--- src/design/distance_vector_table_update_assert.svh ---
// Assertion macros shared by the routing table modules.
`ifndef DISTANCE_VECTOR_TABLE_UPDATE_ASSERT_SVH
`define DISTANCE_VECTOR_TABLE_UPDATE_ASSERT_SVH

// Same-cycle implication, checked outside reset.
`define DVT_ASSERT_SAME(label, ante, cons, msg) \
  label: assert property (@(posedge clk_i) disable iff (!rst_ni) (ante) |-> (cons)) \
    else $error(msg);

// Next-cycle implication, checked outside reset.
`define DVT_ASSERT_NEXT(label, ante, cons, msg) \
  label: assert property (@(posedge clk_i) disable iff (!rst_ni) (ante) |=> (cons)) \
    else $error(msg);

`endif

--- src/design/dvt_pkg.sv ---
`timescale 1ns / 1ps
`default_nettype none

package dvt_pkg;

  localparam int NODES_DEF = 16;
  localparam int DIST_W    = 31;
  localparam int IDX_W     = 4;
  localparam int CMD_W     = 2;

  localparam logic [DIST_W-1:0] DIST_INF = {DIST_W{1'b1}};

  localparam logic [CMD_W-1:0] CMD_LOAD     = 2'd0;
  localparam logic [CMD_W-1:0] CMD_NEIGHBOR = 2'd1;
  localparam logic [CMD_W-1:0] CMD_READ     = 2'd2;
  localparam logic [CMD_W-1:0] CMD_CLEAR    = 2'd3;

  typedef struct packed {
    logic capture;
    logic exec;
  } dvt_cmd_t;

endpackage

`default_nettype wire

--- src/design/dvt_ctrl.sv ---
`timescale 1ns / 1ps
`default_nettype none

`include "distance_vector_table_update_assert.svh"

module dvt_ctrl (
  input  wire logic           clk_i,
  input  wire logic           rst_ni,
  input  wire logic           start,
  output logic                busy,
  output logic                done_o,
  output dvt_pkg::dvt_cmd_t   cmd_o
);

  localparam logic ST_IDLE = 1'b0;
  localparam logic ST_EXEC = 1'b1;

  logic state_q, state_d;
  logic done_q;

  always_comb begin
    cmd_o.capture = 1'b0;
    cmd_o.exec    = 1'b0;
    state_d       = state_q;
    case (state_q)
      ST_IDLE: begin
        if (start) begin
          cmd_o.capture = 1'b1;
          state_d       = ST_EXEC;
        end
      end
      ST_EXEC: begin
        cmd_o.exec = 1'b1;
        state_d    = ST_IDLE;
      end
      default: begin
        state_d = ST_IDLE;
      end
    endcase
  end

  always_ff @(posedge clk_i or negedge rst_ni) begin
    if (!rst_ni) begin
      state_q <= ST_IDLE;
      done_q  <= 1'b0;
    end else begin
      state_q <= state_d;
      done_q  <= cmd_o.exec;
    end
  end

  assign busy   = (state_q == ST_EXEC);
  assign done_o = done_q;

  `DVT_ASSERT_NEXT(a_capture_to_exec, cmd_o.capture, cmd_o.exec, "capture not followed by exec")
  `DVT_ASSERT_NEXT(a_exec_to_done, cmd_o.exec, done_o && !busy, "exec not followed by result")
  `DVT_ASSERT_SAME(a_no_capture_busy, cmd_o.capture, !busy, "item captured while busy")

endmodule

`default_nettype wire

--- src/design/dvt_datapath.sv ---
`timescale 1ns / 1ps
`default_nettype none

`include "distance_vector_table_update_assert.svh"

module dvt_datapath #(
  parameter int NODES = dvt_pkg::NODES_DEF
) (
  input  wire logic                        clk_i,
  input  wire logic                        rst_ni,
  input  wire dvt_pkg::dvt_cmd_t           cmd_i,
  input  wire logic [dvt_pkg::CMD_W-1:0]   command_i,
  input  wire logic [dvt_pkg::IDX_W-1:0]   neighbor_index_i,
  input  wire logic [dvt_pkg::IDX_W-1:0]   dest_index_i,
  input  wire logic [dvt_pkg::DIST_W-1:0]  distance_i,
  output logic                             changed_o,
  output logic [dvt_pkg::DIST_W-1:0]       dist_out_o,
  output logic [dvt_pkg::IDX_W-1:0]        next_hop_o,
  output logic                             modified_o
);

  localparam int AW = (NODES > 1) ? $clog2(NODES) : 1;

  logic [dvt_pkg::DIST_W-1:0] dist_mem [NODES];
  logic [dvt_pkg::IDX_W-1:0]  hop_mem  [NODES];
  logic [NODES-1:0]           valid_q;

  logic [31:0]   nb_ext, dst_ext;
  logic [AW-1:0] nb_addr, dst_addr;
  logic          nb_ok, dst_ok;

  logic [dvt_pkg::CMD_W-1:0]  cmd_q;
  logic [dvt_pkg::IDX_W-1:0]  dst_idx_q;
  logic [AW-1:0]              dst_addr_q;
  logic                       nb_ok_q, dst_ok_q;
  logic                       nb_vld_q, dst_vld_q;
  logic [dvt_pkg::DIST_W-1:0] dist_q;
  logic [dvt_pkg::DIST_W-1:0] nb_dist_q, dst_dist_q;
  logic [dvt_pkg::IDX_W-1:0]  nb_hop_q, dst_hop_q;

  logic                       flag_q, flag_d;
  logic [dvt_pkg::DIST_W-1:0] nd, dd, sum_sat;
  logic [dvt_pkg::IDX_W-1:0]  nh, dh;
  logic [dvt_pkg::DIST_W:0]   sum;
  logic                       is_load, improve, wr_en;
  logic [dvt_pkg::DIST_W-1:0] wr_dist, res_dist;
  logic [dvt_pkg::IDX_W-1:0]  wr_hop, res_hop;

  logic                       changed_q;
  logic [dvt_pkg::DIST_W-1:0] dist_out_q;
  logic [dvt_pkg::IDX_W-1:0]  next_hop_q;
  logic                       modified_q;

  assign nb_ext   = 32'(neighbor_index_i);
  assign dst_ext  = 32'(dest_index_i);
  assign nb_addr  = nb_ext[AW-1:0];
  assign dst_addr = dst_ext[AW-1:0];
  assign nb_ok    = (nb_ext < 32'(NODES));
  assign dst_ok   = (dst_ext < 32'(NODES));

  // Both table reads are launched when the item is captured.
  always_ff @(posedge clk_i) begin
    if (cmd_i.capture) begin
      cmd_q      <= command_i;
      dst_idx_q  <= dest_index_i;
      dst_addr_q <= dst_addr;
      dist_q     <= distance_i;
      nb_dist_q  <= dist_mem[nb_addr];
      nb_hop_q   <= hop_mem[nb_addr];
      dst_dist_q <= dist_mem[dst_addr];
      dst_hop_q  <= hop_mem[dst_addr];
    end
    if (wr_en) begin
      dist_mem[dst_addr_q] <= wr_dist;
      hop_mem[dst_addr_q]  <= wr_hop;
    end
  end

  always_ff @(posedge clk_i or negedge rst_ni) begin
    if (!rst_ni) begin
      valid_q    <= '0;
      nb_ok_q    <= 1'b0;
      dst_ok_q   <= 1'b0;
      nb_vld_q   <= 1'b0;
      dst_vld_q  <= 1'b0;
      flag_q     <= 1'b0;
      changed_q  <= 1'b0;
      modified_q <= 1'b0;
    end else begin
      if (cmd_i.capture) begin
        nb_ok_q   <= nb_ok;
        dst_ok_q  <= dst_ok;
        nb_vld_q  <= nb_ok && valid_q[nb_addr];
        dst_vld_q <= dst_ok && valid_q[dst_addr];
      end
      if (wr_en) begin
        valid_q[dst_addr_q] <= 1'b1;
      end
      if (cmd_i.exec) begin
        flag_q     <= flag_d;
        changed_q  <= improve;
        modified_q <= flag_d;
      end
    end
  end

  // Entries never written read as infinity with next hop zero.
  always_comb begin
    nd = (nb_ok_q && nb_vld_q) ? nb_dist_q : dvt_pkg::DIST_INF;
    nh = (nb_ok_q && nb_vld_q) ? nb_hop_q : '0;
    dd = dst_vld_q ? dst_dist_q : dvt_pkg::DIST_INF;
    dh = dst_vld_q ? dst_hop_q : '0;

    sum = {1'b0, nd} + {1'b0, dist_q};
    if ((nd == dvt_pkg::DIST_INF) || (dist_q == dvt_pkg::DIST_INF) ||
        (sum >= {1'b0, dvt_pkg::DIST_INF})) begin
      sum_sat = dvt_pkg::DIST_INF;
    end else begin
      sum_sat = sum[dvt_pkg::DIST_W-1:0];
    end

    is_load = dst_ok_q && (cmd_q == dvt_pkg::CMD_LOAD);
    improve = dst_ok_q && (cmd_q == dvt_pkg::CMD_NEIGHBOR) &&
              (sum_sat != dvt_pkg::DIST_INF) && (sum_sat < dd);
    wr_en   = cmd_i.exec && (is_load || improve);
    wr_dist = is_load ? dist_q : sum_sat;
    wr_hop  = is_load ? dst_idx_q : nh;

    if (!dst_ok_q) begin
      res_dist = dvt_pkg::DIST_INF;
      res_hop  = '0;
    end else if (is_load || improve) begin
      res_dist = wr_dist;
      res_hop  = wr_hop;
    end else begin
      res_dist = dd;
      res_hop  = dh;
    end

    flag_d = flag_q;
    if (improve) begin
      flag_d = 1'b1;
    end else if (dst_ok_q && (cmd_q == dvt_pkg::CMD_CLEAR)) begin
      flag_d = 1'b0;
    end
  end

  always_ff @(posedge clk_i) begin
    if (cmd_i.exec) begin
      dist_out_q <= res_dist;
      next_hop_q <= res_hop;
    end
  end

  assign changed_o  = changed_q;
  assign dist_out_o = dist_out_q;
  assign next_hop_o = next_hop_q;
  assign modified_o = modified_q;

  `DVT_ASSERT_SAME(a_changed_sets_flag, changed_o, modified_o, "change without modified flag")
  `DVT_ASSERT_NEXT(a_improve_flag, cmd_i.exec && improve, flag_q, "flag not set on improvement")
  `DVT_ASSERT_NEXT(a_clear_drops_flag, cmd_i.exec && dst_ok_q && (cmd_q == dvt_pkg::CMD_CLEAR), !modified_o && !changed_o, "flag not cleared")

endmodule

`default_nettype wire

--- src/design/distance_vector_table_update.sv ---
// Distance-vector routing table with one relaxation step per item. An item is
// taken when start is high and busy is low; its result is shown on the outputs
// for exactly one cycle with done_o high, once the item has been captured and
// executed, and the receiver cannot hold it off. Each item is handled in a
// read step, which reads the neighbor and destination entries from the
// two-read-port table, and an add, compare and write-back step, so busy is high
// for the single cycle of the write-back step.
// A new item may be accepted in the cycle its predecessor's result is shown.
`timescale 1ns / 1ps
`default_nettype none

module distance_vector_table_update #(
  parameter int NODES = dvt_pkg::NODES_DEF
) (
  input  wire logic                        clk_i,
  input  wire logic                        rst_ni,
  input  wire logic                        start,
  output logic                             busy,
  input  wire logic [dvt_pkg::CMD_W-1:0]   command_i,
  input  wire logic [dvt_pkg::IDX_W-1:0]   neighbor_index_i,
  input  wire logic [dvt_pkg::IDX_W-1:0]   dest_index_i,
  input  wire logic [dvt_pkg::DIST_W-1:0]  distance_i,
  output logic                             done_o,
  output logic                             changed_o,
  output logic [dvt_pkg::DIST_W-1:0]       dist_out_o,
  output logic [dvt_pkg::IDX_W-1:0]        next_hop_o,
  output logic                             modified_o
);

  dvt_pkg::dvt_cmd_t cmd;

  dvt_ctrl u_ctrl (
    .clk_i  (clk_i),
    .rst_ni (rst_ni),
    .start  (start),
    .busy   (busy),
    .done_o (done_o),
    .cmd_o  (cmd)
  );

  dvt_datapath #(
    .NODES (NODES)
  ) u_datapath (
    .clk_i            (clk_i),
    .rst_ni           (rst_ni),
    .cmd_i            (cmd),
    .command_i        (command_i),
    .neighbor_index_i (neighbor_index_i),
    .dest_index_i     (dest_index_i),
    .distance_i       (distance_i),
    .changed_o        (changed_o),
    .dist_out_o       (dist_out_o),
    .next_hop_o       (next_hop_o),
    .modified_o       (modified_o)
  );

endmodule

`default_nettype wire
--- config.mk ---
export PLATFORM = sky130hd
export DESIGN_NAME = distance_vector_table_update
export DESIGN_NICKNAME = d
export VERILOG_FILES = /design/src/design/dvt_pkg.sv /design/src/design/dvt_ctrl.sv /design/src/design/dvt_datapath.sv /design/src/design/distance_vector_table_update.sv
export VERILOG_INCLUDE_DIRS = /design/src /design/src/design
export SDC_FILE = /design/constraint.sdc
export NUM_CORES = 1
export LEC_CHECK = 0
export BUFFER_PORTS_ARGS = -buffer_cell sky130_fd_sc_hd__buf_2
export CORE_UTILIZATION = 49
export DETAILED_ROUTE_END_ITERATION = 8
export MAX_ROUTING_LAYER = met4
export PLACE_DENSITY = 0.75
export SETUP_SLACK_MARGIN = 0.15
export SYNTH_ARGS = -nofsm -noshare
export SYNTH_HDL_FRONTEND = slang
export SYNTH_SLANG_ARGS = --single-unit
--- constraint.sdc ---
create_clock -name clk_i -period 9.1 [get_ports clk_i]
set_clock_uncertainty 0.1 [all_clocks]
set_input_delay 0.455 -clock clk_i [delete_from_list [all_inputs] [get_ports clk_i]]
set_output_delay 0.455 -clock clk_i [all_outputs]
set_load 0.01 [all_outputs]
==> run_results.csv <==
group,metric,value,unit
yosys,syn-cell-area,35000,µm²
grt,antenna_found_initial,1,
grt,grtUsageTotal,27.1,%
power,clockPowerShare,36.4,%
sta,slew_headroom,13.5,%
route,drc_errors,0,
cells_and_area,final-instance-count-excl-fill,3029,
clocking,clockBufferDepth,3,
grt,grt_pass1_vias,20500,
yosys,ys_warn_count,0,
sta,worst_slew_pin_slew,1.29,ns
yosys,postSynthCellCount,1924,
yosys,synth-async-reset-ratio,3.17,%
clocking,path_clk_slew,0.06,ns
grt,grt_max_degree,99,
placed_design,placedCellCount,2860,
sta,min_period,8.08,ns
power,pwr-share-seq,47.4,%
grt,grt_remaining_overflow,0,
sta,layout_setup_ws,1.02,ns
power,p_switching,2.18,mW
sta,fmax,0.124,GHz
cells_and_area,drive_gt1_share,30.4,%
yosys,synth_fp_nets,2032,
setup_path,worst-path-max-fanout,35,
clocking,cts.sinks,725,
die,die_area,72500,µm²
die,io_pins,83,
sta,worst_hold_slack,0.302,ns
yosys,synthFlopType,"edfxtp_1",
setup_path,setup.worst_path.end_class,"register",
grt,grt_pass1_wl,140,mm
yosys,synthDistinctLibCells,70,
die,start_util,49.7,%
setup_path,arrival,8.20,ns
setup_path,r2r_cells,26,
route,routedWlPerCell,31.0,µm
setup_path,worst_path_largest_cell_delay,0.95,ns
min_path,hold_path.class,"input port to async pin",
route,vias,20500,
route,via_per_inst,6.77,
clocking,cts_root_buf,"clkbuf_16",
route,wl,94.0,mm
setup_path,r2r_slack,1.02,ns
sta,hold_viol_final,0,
setup_path,critical_path_class,"register to register",
placed_design,dp_slack,1.08,ns
clocking,cts_buffers,74,
die,dieHeight,269,µm
die,die_w,269,µm
power,power_density,208,nW/µm²
route,drtIter0Drc,2969,
power,peakVddDrop,0.148,mV
placed_design,io_buffers,82,
clocking,h-tree-depth,3,
power,internal_power,5.98,mW
job,max-cap-violations,0,
route,detail-route-antenna-nets,0,
yosys,avgSynthCellArea,18.2,µm²
placed_design,place_area,36600,µm²
sta,maxSlewViolCount,0,
power,p_leak,12.3,nW
cells_and_area,area_delta_synth_final,12.2,%
cells_and_area,final_util,55.7,%
cells_and_area,nNetsFinal,2138,
clocking,tritoncts,"built",
power,finalPower,8.15,mW
sta,tns,0,ns
cells_and_area,fin_area,39200,µm²
sta,rsz0062_at_grt,"false",
die,row_count,97,
setup_path,cpMaxStageDelayCell,"nor2_4",
placed_design,gp_congestion,0.967,
sta,setup_viol,0,
yosys,yosysSeqAreaShare,61.9,%
setup_path,r2r_end,"u_datapath.dist_mem[2][5]",
setup_path,rr_startpoint,"u_datapath.nb_vld_q",
power,combPwrFrac,16.2,%
clocking,post-cts-setup-buffers,0,
placed_design,hpwl,63.1,mm
route,dr.pass1.iters,6,
clocking,ctsResizeCount,0,
outcome,outcome,"completed",
die,coreArea,70400,µm²
power,p_sw_share,26.7,%
sta,fin_crit_sh,88.8,%
setup_path,critical_path.startpoint_type,"register",
yosys,ys_seq_elements,725,
setup_path,cp_data_required_time,9.22,ns
yosys,synth-edff-count,702,
clocking,clk_latency,0.63,ns
## kinds of logic (layout without fill, tap and decap cells)
logic type,count (synthesis),count (layout),share of synthesized area [%]
mux,387,387,24.0
compound gates,217,217,4.14
simple gates,371,371,5.43
fa+ha+maj,64,64,2.31
flops,725,725,61.9
xor+xnor,23,23,0.576
buf+inv,137,301,1.60
other cells,0,1,0
## sequential cells by signal, summed over array words and instances, names as in the netlist, 16 cells and up
name,count
u_datapath.dist_out_o,31
u_datapath.nb_dist_q,31
u_datapath.dst_dist_q,31
u_datapath.valid_q,16
u_datapath.dist_q,31
u_datapath.dist_mem,496
u_datapath.hop_mem,64
## layer usage
metal  share of wire (%)  GRT usage (%)  vias up
met3                  12           5.41      136
met2                  45           38.5     1342
met1                  40           39.6    10700
met4                 2.7           8.05        0
li1                    -              -     8328
met5                   0              -        -
## synth_stat cells (3+ instances only)
cell / n / area share (%)
nor3_1: 15 / 0.21
nor2b_1: 38 / 0.68
mux4_2: 360 / 23
nand4_1: 31 / 0.55
a21oi_1: 47 / 0.67
ha_1: 63 / 2.3
nor2_1: 58 / 0.62
and3_1: 7 / 0.13
nand3b_1: 3 / 0.064
xnor2_1: 14 / 0.35
nor3b_1: 5 / 0.11
mux2_1: 15 / 0.48
edfxtp_1: 702 / 60
o21ai_0: 32 / 0.46
o21a_1: 19 / 0.41
o211ai_1: 7 / 0.15
o221ai_1: 3 / 0.075
a21o_1: 10 / 0.21
inv_1: 10 / 0.11
a221oi_1: 3 / 0.075
nand3_1: 31 / 0.44
xor2_1: 9 / 0.23
dfrtp_1: 23 / 1.6
buf_1: 35 / 0.38
mux2_2: 11 / 0.35
o31ai_1: 5 / 0.11
o21ai_1: 3 / 0.043
nand2b_1: 48 / 0.86
clkbuf_1: 76 / 0.82
a31oi_1: 25 / 0.45
nor4_1: 12 / 0.21
o21bai_1: 17 / 0.36
buf_2: 11 / 0.16
o22ai_1: 16 / 0.29
buf_6: 3 / 0.097
a2111oi_0: 3 / 0.075
nand2_1: 107 / 1.1
a211oi_1: 3 / 0.064
## what timing repair did
action,CTS,global route
endpoints found under the hold margin,56,0
hold buffers,34,0
endpoints found under the setup margin,0,0
## layout by cell type, fill, tap and decap left out, types with 19 or more instances in the layout
cell and n:
buf_2 76, a21oi_1 46, nand4_1 31, clkbuf_16 74
nand2_1 106, o21a_1 19, ha_1 63, nand3_1 31
a31oi_1 21, dfrtp_1 22, mux4_2 360, o21ai_0 32
nand2b_1 48, nor2_1 47, buf_4 42, dlygate4sd3_1 34
clkbuf_1 19, nor2b_1 37, edfxtp_1 702
## worst max-delay path by stage
stage | slack (ns) | startpoint | cells after the start | endpoint
floorplan | 0.1 | u_datapath.dst_ok_q | 27 | u_datapath.dist_mem[13][0]
finish | 1.02 | u_datapath.nb_vld_q | 26 | u_datapath.dist_mem[2][5]
global placement | 1.25 | u_datapath.nb_vld_q | 26 | u_datapath.dist_mem[2][1]
CTS | 1.07 | u_datapath.nb_vld_q | 26 | u_datapath.dist_mem[2][5]
global route | 0.57 | u_datapath.nb_vld_q | 26 | u_datapath.dist_mem[2][5]
detailed placement | 1.08 | u_datapath.nb_vld_q | 26 | u_datapath.dist_mem[3][6]
## critical path, delay by kind of cell (launching register included)
family | cells | cell delay (ns)
simple gates | 8 | 2.76
flops | 1 | 0.36
compound gates | 12 | 2.72
buf+inv | 4 | 0.98
fa+ha+maj | 2 | 0.73
## area by class of cell
cell class,instances,area (µm²)
inverters,10,37.5
clock inverters,39,379
well taps,940,1180
diodes,1,2.50
multi-input cells,1062,12900
repair buffers,157,1110
flip-flops and latches,725,21700
fillers,5252,31200
clock buffers,95,1950
## power groups by stage
stage | logic, mW | registers [mW] | clock network [mW]
floorplan | 0.841 | 3.92 | 0
global placement | 1.26 | 3.93 | 0
detailed placement | 1.28 | 3.93 | 0
CTS | 1.30 | 3.86 | 3.00
global route | 1.40 | 3.87 | 3.11
finish | 1.32 | 3.87 | 2.97
Note: power is estimated with default switching activity, not from simulation.
